**config.mk**
```make
export PLATFORM = sky130hd
export DESIGN_NAME = epoch_seconds_to_calendar_core
export DESIGN_NICKNAME = d
export VERILOG_FILES = /design/src/rtl/core/es2c_pkg.sv /design/src/rtl/core/es2c_cdiv.sv /design/src/rtl/core/epoch_seconds_to_calendar_core.sv
export SDC_FILE = /design/constraint.sdc
export NUM_CORES = 2
export LEC_CHECK = 0
export BUFFER_PORTS_ARGS = -buffer_cell sky130_fd_sc_hd__buf_2
export CAP_MARGIN = 20
export CORE_MARGIN = 4
export CORE_UTILIZATION = 50
export DETAILED_ROUTE_END_ITERATION = 8
export HOLD_SLACK_MARGIN = 0.03
export PLACE_DENSITY = 0.66
export SYNTH_ARGS = -nofsm -noshare
export SYNTH_HDL_FRONTEND = slang
export SYNTH_SLANG_ARGS = --single-unit
export TNS_END_PERCENT = 1
```
**constraint.sdc**
```tcl
create_clock -name clk -period 27 [get_ports clk]
set_input_delay 0 -clock clk [delete_from_list [all_inputs] [get_ports clk]]
set_output_delay 0 -clock clk [all_outputs]
set_load 0.05 [all_outputs]
```
**src/rtl/core/es2c_pkg.sv**
```systemverilog
// Shared types, constants and tables for the epoch-seconds to calendar converter.
package es2c_pkg;

	// Divisor constants and their truncated 2^32 reciprocals
	localparam int unsigned DIV_W   = 11;
	localparam int unsigned RECIP_W = 32;
	localparam int unsigned REM_W   = 12;

	localparam logic [DIV_W-1:0] DIV_60   = 11'd60;
	localparam logic [DIV_W-1:0] DIV_24   = 11'd24;
	localparam logic [DIV_W-1:0] DIV_7    = 11'd7;
	localparam logic [DIV_W-1:0] DIV_1461 = 11'd1461;
	localparam logic [DIV_W-1:0] DIV_365  = 11'd365;

	localparam logic [RECIP_W-1:0] RECIP_60   = 32'((64'd1 << 32) / 64'd60);
	localparam logic [RECIP_W-1:0] RECIP_24   = 32'((64'd1 << 32) / 64'd24);
	localparam logic [RECIP_W-1:0] RECIP_7    = 32'((64'd1 << 32) / 64'd7);
	localparam logic [RECIP_W-1:0] RECIP_1461 = 32'((64'd1 << 32) / 64'd1461);
	localparam logic [RECIP_W-1:0] RECIP_365  = 32'((64'd1 << 32) / 64'd365);

	// Calendar constants
	localparam logic [15:0] DAYS_1968_TO_1970 = 16'd731;
	localparam logic [31:0] WEEKDAY_BIAS      = 32'd4;
	localparam logic [10:0] LEAP_DAY_OFFSET   = 11'd60;
	localparam logic [10:0] DAYS_PER_YEAR     = 11'd365;
	localparam logic [11:0] YEAR_BASE         = 12'd1968;
	localparam logic [3:0]  MONTH_JAN         = 4'd1;
	localparam logic [3:0]  MONTH_FEB         = 4'd2;
	localparam logic [3:0]  MONTH_DEC         = 4'd12;

	// Request into the shared divide unit
	typedef struct packed {
		logic               start;
		logic [31:0]        x;
		logic [DIV_W-1:0]   d;
		logic [RECIP_W-1:0] m;
	} div_req_t;

	// Status out of the shared divide unit
	typedef struct packed {
		logic             idle;
		logic             done;
		logic [31:0]      q;
		logic [REM_W-1:0] r;
	} div_rsp_t;

	typedef enum logic [2:0] {
		DIV_IDLE,
		DIV_MUL_EST,
		DIV_MUL_BACK,
		DIV_SUB,
		DIV_FIX
	} div_phase_t;

	typedef enum logic [3:0] {
		ST_IDLE,
		ST_SEC,
		ST_MIN,
		ST_HOUR,
		ST_WDAY,
		ST_PERIOD,
		ST_YEAR,
		ST_MONTH,
		ST_FINISH
	} conv_state_t;

	// First day of year of each month, non-leap year
	function automatic logic [8:0] month_start(input logic [3:0] idx);
		logic [8:0] v;
		case (idx)
			4'd0:    v = 9'd0;
			4'd1:    v = 9'd31;
			4'd2:    v = 9'd59;
			4'd3:    v = 9'd90;
			4'd4:    v = 9'd120;
			4'd5:    v = 9'd151;
			4'd6:    v = 9'd181;
			4'd7:    v = 9'd212;
			4'd8:    v = 9'd243;
			4'd9:    v = 9'd273;
			4'd10:   v = 9'd304;
			4'd11:   v = 9'd334;
			default: v = 9'd365;
		endcase
		return v;
	endfunction

endpackage

```
**src/rtl/core/es2c_cdiv.sv**
```systemverilog
// Shared divide-by-constant unit: reciprocal multiply, back multiply, subtract, correct.
module es2c_cdiv (
	input  logic               clk,
	input  logic               arst_n,
	input  es2c_pkg::div_req_t req,
	output es2c_pkg::div_rsp_t rsp
);
	import es2c_pkg::*;

	div_phase_t         phase_q, phase_nxt;
	logic [31:0]        x_q;
	logic [DIV_W-1:0]   d_q;
	logic [RECIP_W-1:0] m_q;
	logic [63:0]        prod_q;
	logic [31:0]        q_q;
	logic [REM_W-1:0]   r_q;
	logic [31:0]        mul_a;
	logic [31:0]        mul_b;
	logic [63:0]        prod;
	logic               fix;

	// Phase register
	always_ff @(posedge clk or negedge arst_n) begin
		if (!arst_n) begin
			phase_q <= DIV_IDLE;
		end else begin
			phase_q <= phase_nxt;
		end
	end

	// Advance through the fixed phase sequence
	always_comb begin
		phase_nxt = phase_q;
		case (phase_q)
			DIV_IDLE:     if (req.start) phase_nxt = DIV_MUL_EST;
			DIV_MUL_EST:  phase_nxt = DIV_MUL_BACK;
			DIV_MUL_BACK: phase_nxt = DIV_SUB;
			DIV_SUB:      phase_nxt = DIV_FIX;
			DIV_FIX:      phase_nxt = DIV_IDLE;
			default:      phase_nxt = DIV_IDLE;
		endcase
	end

	// One multiplier: x * reciprocal first, then estimate * divisor
	assign mul_a = (phase_q == DIV_MUL_EST) ? x_q : prod_q[63:32];
	assign mul_b = (phase_q == DIV_MUL_EST) ? m_q : {{(32-DIV_W){1'b0}}, d_q};
	assign prod  = 64'(mul_a) * 64'(mul_b);

	// Operand and intermediate registers
	always_ff @(posedge clk) begin
		case (phase_q)
			DIV_IDLE: begin
				if (req.start) begin
					x_q <= req.x;
					d_q <= req.d;
					m_q <= req.m;
				end
			end
			DIV_MUL_EST: begin
				prod_q <= prod;
			end
			DIV_MUL_BACK: begin
				q_q    <= prod_q[63:32];
				prod_q <= prod;
			end
			DIV_SUB: begin
				r_q <= REM_W'(x_q - prod_q[31:0]);
			end
			default: begin
			end
		endcase
	end

	// Estimate is low by at most one: correct once
	assign fix      = (r_q >= {1'b0, d_q});
	assign rsp.q    = q_q + 32'(fix);
	assign rsp.r    = fix ? (r_q - {1'b0, d_q}) : r_q;
	assign rsp.done = (phase_q == DIV_FIX);
	assign rsp.idle = (phase_q == DIV_IDLE);

endmodule

```
**src/rtl/core/epoch_seconds_to_calendar_core.sv**
```systemverilog
// Epoch-seconds to calendar date converter, top level.
//
// Usage: present a 32-bit count of seconds since 1970-01-01 00:00:00 on
// epoch_seconds with in_valid; it is taken when in_valid and in_ready are
// both high. One result comes back on the out_* fields with out_valid and
// is taken when out_valid and out_ready are both high. Every input gives
// exactly one result. Leap years are every fourth year (no century rule).
// The sequencer runs six divisions by constants through one shared
// multiply/subtract unit, each as estimate, back multiply, subtract and
// correct, then the month search walks down from December one month a cycle.
// in_ready is high only while the sequencer is idle, so no new item is taken
// mid-conversion. The finished result sits in an output register, so
// the next item is accepted while the previous result still waits.
// Stall: if the output register still holds a result that out_ready has
// not yet taken, the sequencer holds the new result until it frees up.
// Reset: arst_n clears the sequencer, divider phase and out_valid only.
module epoch_seconds_to_calendar_core (
	input  logic        clk,
	input  logic        arst_n,
	input  logic        in_valid,
	output logic        in_ready,
	input  logic [31:0] epoch_seconds,
	output logic        out_valid,
	input  logic        out_ready,
	output logic [5:0]  sec_of_minute,
	output logic [5:0]  min_of_hour,
	output logic [4:0]  hour_of_day,
	output logic [4:0]  day_of_month,
	output logic [3:0]  month_index,
	output logic [11:0] full_year,
	output logic [2:0]  weekday,
	output logic [8:0]  day_of_year
);
	import es2c_pkg::*;

	conv_state_t state_q, state_nxt;
	div_req_t    div_req;
	div_rsp_t    div_rsp;

	logic [31:0] secs_q;
	logic [31:0] work_q;
	logic [5:0]  sec_q;
	logic [5:0]  min_q;
	logic [4:0]  hour_q;
	logic [15:0] days_q;
	logic [2:0]  wday_q;
	logic [10:0] rem_q;
	logic [5:0]  leaps_q;
	logic [7:0]  years_q;
	logic [8:0]  doy_q;
	logic [3:0]  month_q;
	logic [4:0]  day_q;

	logic        out_valid_q;
	logic [5:0]  sec_of_minute_q;
	logic [5:0]  min_of_hour_q;
	logic [4:0]  hour_of_day_q;
	logic [4:0]  day_of_month_q;
	logic [3:0]  month_index_q;
	logic [11:0] full_year_q;
	logic [2:0]  weekday_q;
	logic [8:0]  day_of_year_q;

	logic [15:0] d68;
	logic        leap;
	logic [8:0]  mstart;
	logic        month_hit;
	logic        load_out;
	logic        in_leap_window;

	es2c_cdiv u_cdiv (
		.clk    (clk),
		.arst_n (arst_n),
		.req    (div_req),
		.rsp    (div_rsp)
	);

	// Derived day counts and the month compare
	assign d68            = days_q + DAYS_1968_TO_1970;
	assign leap           = (years_q[1:0] == 2'd0);
	assign mstart         = month_start(month_q - 4'd1) +
	                        9'((month_q > MONTH_FEB) && leap);
	assign month_hit      = (doy_q >= mstart) || (month_q == MONTH_JAN);
	assign in_leap_window = (rem_q >= LEAP_DAY_OFFSET) && (rem_q <= DAYS_PER_YEAR);
	assign load_out       = (state_q == ST_FINISH) && (!out_valid_q || out_ready);

	// Select divide operands for the current step
	always_comb begin
		div_req.start = 1'b0;
		div_req.x     = work_q;
		div_req.d     = DIV_60;
		div_req.m     = RECIP_60;
		case (state_q)
			ST_SEC: begin
				div_req.x = secs_q;
			end
			ST_MIN: begin
				div_req.x = work_q;
			end
			ST_HOUR: begin
				div_req.d = DIV_24;
				div_req.m = RECIP_24;
			end
			ST_WDAY: begin
				div_req.x = 32'(days_q) + WEEKDAY_BIAS;
				div_req.d = DIV_7;
				div_req.m = RECIP_7;
			end
			ST_PERIOD: begin
				div_req.x = 32'(d68);
				div_req.d = DIV_1461;
				div_req.m = RECIP_1461;
			end
			ST_YEAR: begin
				div_req.x = 32'(d68 - 16'(leaps_q));
				div_req.d = DIV_365;
				div_req.m = RECIP_365;
			end
			default: begin
			end
		endcase
		if (state_q inside {ST_SEC, ST_MIN, ST_HOUR, ST_WDAY, ST_PERIOD, ST_YEAR}) begin
			div_req.start = div_rsp.idle;
		end
	end

	// State register
	always_ff @(posedge clk or negedge arst_n) begin
		if (!arst_n) begin
			state_q <= ST_IDLE;
		end else begin
			state_q <= state_nxt;
		end
	end

	// Next state
	always_comb begin
		state_nxt = state_q;
		in_ready  = 1'b0;
		case (state_q)
			ST_IDLE: begin
				in_ready = 1'b1;
				if (in_valid) state_nxt = ST_SEC;
			end
			ST_SEC:    if (div_rsp.done) state_nxt = ST_MIN;
			ST_MIN:    if (div_rsp.done) state_nxt = ST_HOUR;
			ST_HOUR:   if (div_rsp.done) state_nxt = ST_WDAY;
			ST_WDAY:   if (div_rsp.done) state_nxt = ST_PERIOD;
			ST_PERIOD: if (div_rsp.done) state_nxt = ST_YEAR;
			ST_YEAR:   if (div_rsp.done) state_nxt = ST_MONTH;
			ST_MONTH:  if (month_hit) state_nxt = ST_FINISH;
			ST_FINISH: if (load_out) state_nxt = ST_IDLE;
			default:   state_nxt = ST_IDLE;
		endcase
	end

	// Capture each step's results
	always_ff @(posedge clk) begin
		case (state_q)
			ST_IDLE: begin
				if (in_valid) secs_q <= epoch_seconds;
			end
			ST_SEC: begin
				if (div_rsp.done) begin
					sec_q  <= div_rsp.r[5:0];
					work_q <= div_rsp.q;
				end
			end
			ST_MIN: begin
				if (div_rsp.done) begin
					min_q  <= div_rsp.r[5:0];
					work_q <= div_rsp.q;
				end
			end
			ST_HOUR: begin
				if (div_rsp.done) begin
					hour_q <= div_rsp.r[4:0];
					days_q <= div_rsp.q[15:0];
				end
			end
			ST_WDAY: begin
				if (div_rsp.done) wday_q <= div_rsp.r[2:0];
			end
			ST_PERIOD: begin
				if (div_rsp.done) begin
					rem_q   <= div_rsp.r[10:0];
					leaps_q <= div_rsp.q[5:0] + 6'(div_rsp.r[10:0] >= LEAP_DAY_OFFSET);
				end
			end
			ST_YEAR: begin
				if (div_rsp.done) begin
					years_q <= div_rsp.q[7:0];
					doy_q   <= div_rsp.r[8:0] + 9'(in_leap_window);
					month_q <= MONTH_DEC;
				end
			end
			ST_MONTH: begin
				if (month_hit) begin
					day_q <= 5'(doy_q - mstart + 9'd1);
				end else begin
					month_q <= month_q - 4'd1;
				end
			end
			default: begin
			end
		endcase
	end

	// Output register valid
	always_ff @(posedge clk or negedge arst_n) begin
		if (!arst_n) begin
			out_valid_q <= 1'b0;
		end else if (load_out) begin
			out_valid_q <= 1'b1;
		end else if (out_ready) begin
			out_valid_q <= 1'b0;
		end
	end

	// Output register payload
	always_ff @(posedge clk) begin
		if (load_out) begin
			sec_of_minute_q <= sec_q;
			min_of_hour_q   <= min_q;
			hour_of_day_q   <= hour_q;
			day_of_month_q  <= day_q;
			month_index_q   <= month_q - 4'd1;
			full_year_q     <= 12'(years_q) + YEAR_BASE;
			weekday_q       <= wday_q;
			day_of_year_q   <= doy_q;
		end
	end

	assign out_valid     = out_valid_q;
	assign sec_of_minute = sec_of_minute_q;
	assign min_of_hour   = min_of_hour_q;
	assign hour_of_day   = hour_of_day_q;
	assign day_of_month  = day_of_month_q;
	assign month_index   = month_index_q;
	assign full_year     = full_year_q;
	assign weekday       = weekday_q;
	assign day_of_year   = day_of_year_q;

endmodule

```
==> flow_summary.yaml <==
floorplan:
  fp-row-count: 109
  die_y_um: 309
  die_w_um: 309
  start_util_pct: 50.7
  core_area_mm2: 0.0891
  dieArea_mm2: 0.0952
  ios: 88
setup_path:
  path_buf_inv: 6
  cp_max_fo: 88
  cp.required_ns: 27.34
  worstSetupPathType: "flip-flop to flip-flop"
  critPathArrivalTime_ns: 10.94
  endpoint_kind: "flip-flop"
  critPathLaunchType: "flip-flop"
  crit_family: "adder cells"
  critPathMaxStageDelay_ns: 0.75
  crit_top_cell: "fa_1"
  cpMaxStageDelayCell: "buf_4"
grt:
  grt_pass1_vias: 34002
  use_met2_pct: 47.1
  globalRouteOverflowTotal: 0
  grtUsageMet1_pct: 39.2
  busiest_layer: "met2"
  grt_use_total_pct: 29.8
  grt_max_degree: 211
  antenna_found_initial: 12
  grt_pass1_wl_mm: 212
  grt_util_met3_pct: 8.41
sta:
  slew_headroom_pct: 14.6
  tns_ns: 0
  clock_skew_ns: 0.0464
  slew_violations: 0
  post-route-period-util_pct: 39.3
  hold_ws_ns: 0.0657
  finalCriticalPeriod_ns: 10.61
  hold_violations: 0
  fmax_mhz: 94.3
  max_slew.worst_pin.slew_ns: 1.28
  finalSetupViolCount: 0
  rsz0062_at_grt: "no"
detailed_routing:
  route.vias.total: 32417
  drt_iter0_drc: 3262
  drcViolationCount: 0
  wire_per_inst_um: 24.1
  drt.antenna.violating_nets: 0
  vias_per_cell: 5.65
  wl_mm: 138
  drt_first_pass_iters: 5
yosys:
  syn-cell-area_mm2: 0.0452
  synth_top_area_cell: "fa_1"
  syn-mean-instance-area_um2: 10.1
  yosysUniqueCellTypes: 78
  seq_area_frac_synth_pct: 22.6
  synthCells: 4484
  ys_warn_count: 0
  async_flop_share_pct: 2.35
  yosysTopAreaCellShare_pct: 34.4
  syn_nets: 5694
  synth-main-ff-cell: "edfxtp_1"
  yosys-top-cells-area: "fa_1 34%, edfxtp_1 22%, ha_1 11%"
  synth-seq-cells: 341
  synth_edf_count: 333
place:
  placed_cell_area_mm2: 0.0470
  port_buffers: 87
  dpl.hpwl_mm: 111
  gp_congestion: 1.03
final_layout:
  area_growth_pct: 7.87
  final_util_pct: 54.7
  layout-drive-gt1-share_pct: 5.87
  fillers: 7837
  fin_area_mm2: 0.0487
  fin_nets: 5749
clock_network:
  clk_latency_ns: 0.58
  htreeDepth: 2
  post-cts-setup-buffer-count: 0
  cts_tree: "yes"
  path_clk_slew_ns: 0.07
  cts_buffer_depth: 3
  cts_made_buffers: 38
  cts-root-buf: "clkbuf_16"
  cts_hold_buf: 35
  cts_sinks: 341
  cts_resized: 0
outcome:
  status: "complete, no violations"
run:
  drv_cap: 0
worst_hold_path:
  min_path_type: "input pin to flip-flop"
flip-flops by register name, indices dropped and copies added, names as in the netlist, 8 cells and up:
signal and count:
u_cdiv.prod_q 44, secs_q 32, u_cdiv.q_q 32, u_cdiv.x_q 32, work_q 32, days_q 16, u_cdiv.m_q 16, u_cdiv.r_q 12
full_year 11, rem_q 10, day_of_year 9, doy_q 9, years_q 8
metrics by stage:
| step | std cells | setup slack [ns] |
|---|---|---|
| floorplan | 4484 | 18.22 |
| global placement | 5627 | 16.08 |
| detailed placement | 5628 | 16.50 |
| CTS | 5731 | 16.46 |
| global route | 5732 | 15.94 |
| finish | 5735 | 16.39 |
cell type report:
type,count,area [um2],area share (%)
tap,1165,1460,2.99
multi-input combinational,2920,30400,62.5
timing repair buffer,191,1340,2.76
clock inverter,26,352,0.722
clock buffer,42,997,2.05
antenna,3,7.51,0.0154
sequential,341,10200,20.9
inverter,1047,3930,8.07
routing by layer:
metal / share of wire, % / vias to the layer above
li1: - / 14208
met1: 39 / 16179
met2: 45 / 1664
met3: 11 / 358
met4: 5.2 / 8
met5: 0.037 / -
worst min-delay path: cells and delay by family:
| kind | cells | cell delay, ns |
|---|---|---|
| AO/OA/AOI/OAI | 2 | 0.20 |
| multiplexers | 1 | 0.14 |
| AND/OR/NAND/NOR | 1 | 0.12 |
| buffers and inverters | 1 | 0.12 |
cells by family (layout without fill, tap and decap cells):
logic type	after synthesis	after routing	share of synthesized area [%]
flip-flops	341	341	22.6
other	0	3	0
multiplexers	40	40	0.898
adder cells (fa/ha/maj)	1174	1174	45.4
AO/OA/AOI/OAI	348	348	5.22
buffers and inverters	1223	1306	10.2
AND/OR/NAND/NOR	1219	1219	13.0
XOR/XNOR	139	139	2.70
layout by cell type (no fill, tap or decap), types with 8 or more instances in the layout:
cell type	synthesis	final
o21bai_1	15	15
a31oi_1	19	19
nand2_1	382	382
nor2_1	321	319
dfrtp_1	8	8
a21oi_1	83	78
o21a_1	9	9
and3_1	325	324
nor3b_1	9	8
buf_4	2	66
ha_1	398	398
nand4_1	16	16
a221o_1	19	19
clkbuf_16	0	39
nor2b_1	13	13
or2_2	10	10
a21o_1	39	39
a221oi_1	9	9
and2_1	23	23
nor3_1	21	20
nand3_1	42	42
fa_1	776	776
inv_1	1045	1045
edfxtp_1	333	333
a21boi_0	13	13
mux2i_1	36	33
buf_2	3	87
xor2_1	49	49
dlygate4sd3_1	0	35
xnor2_1	90	90
o21ai_0	69	69
nand2b_1	25	25
path summary, 6_finish.rpt:
kind                                    from                 to  slack, ns  depth (start not counted)
min                                 in_valid         state_q[2]       0.07                          5
max reg2reg                u_cdiv.phase_q[1]  u_cdiv.prod_q[62]      16.39                         29
max in group asynchronous             arst_n  u_cdiv.phase_q[0]      26.16                          3
min reg2reg                         sec_q[0]   sec_of_minute[0]       0.42                          0
min in group asynchronous             arst_n  u_cdiv.phase_q[1]       0.48                          3
max                        u_cdiv.phase_q[1]  u_cdiv.prod_q[62]      16.39                         29
cells in the mapped netlist, drive strengths merged (20+ instances only):
cell type	n
xnor2	90
inv	1045
nand3	43
and3	325
fa	776
nor2	321
a21o	39
nor3	21
ha	398
a21oi	85
clkbuf	167
a31oi	20
xor2	49
mux2i	36
and2	25
o21ai	76
edfxtp	333
nand2	382
nand2b	25
Power is left out: the tool's default activity adds up to more than one toggle a clock period on the data nets, which glitch-free logic cannot reach.
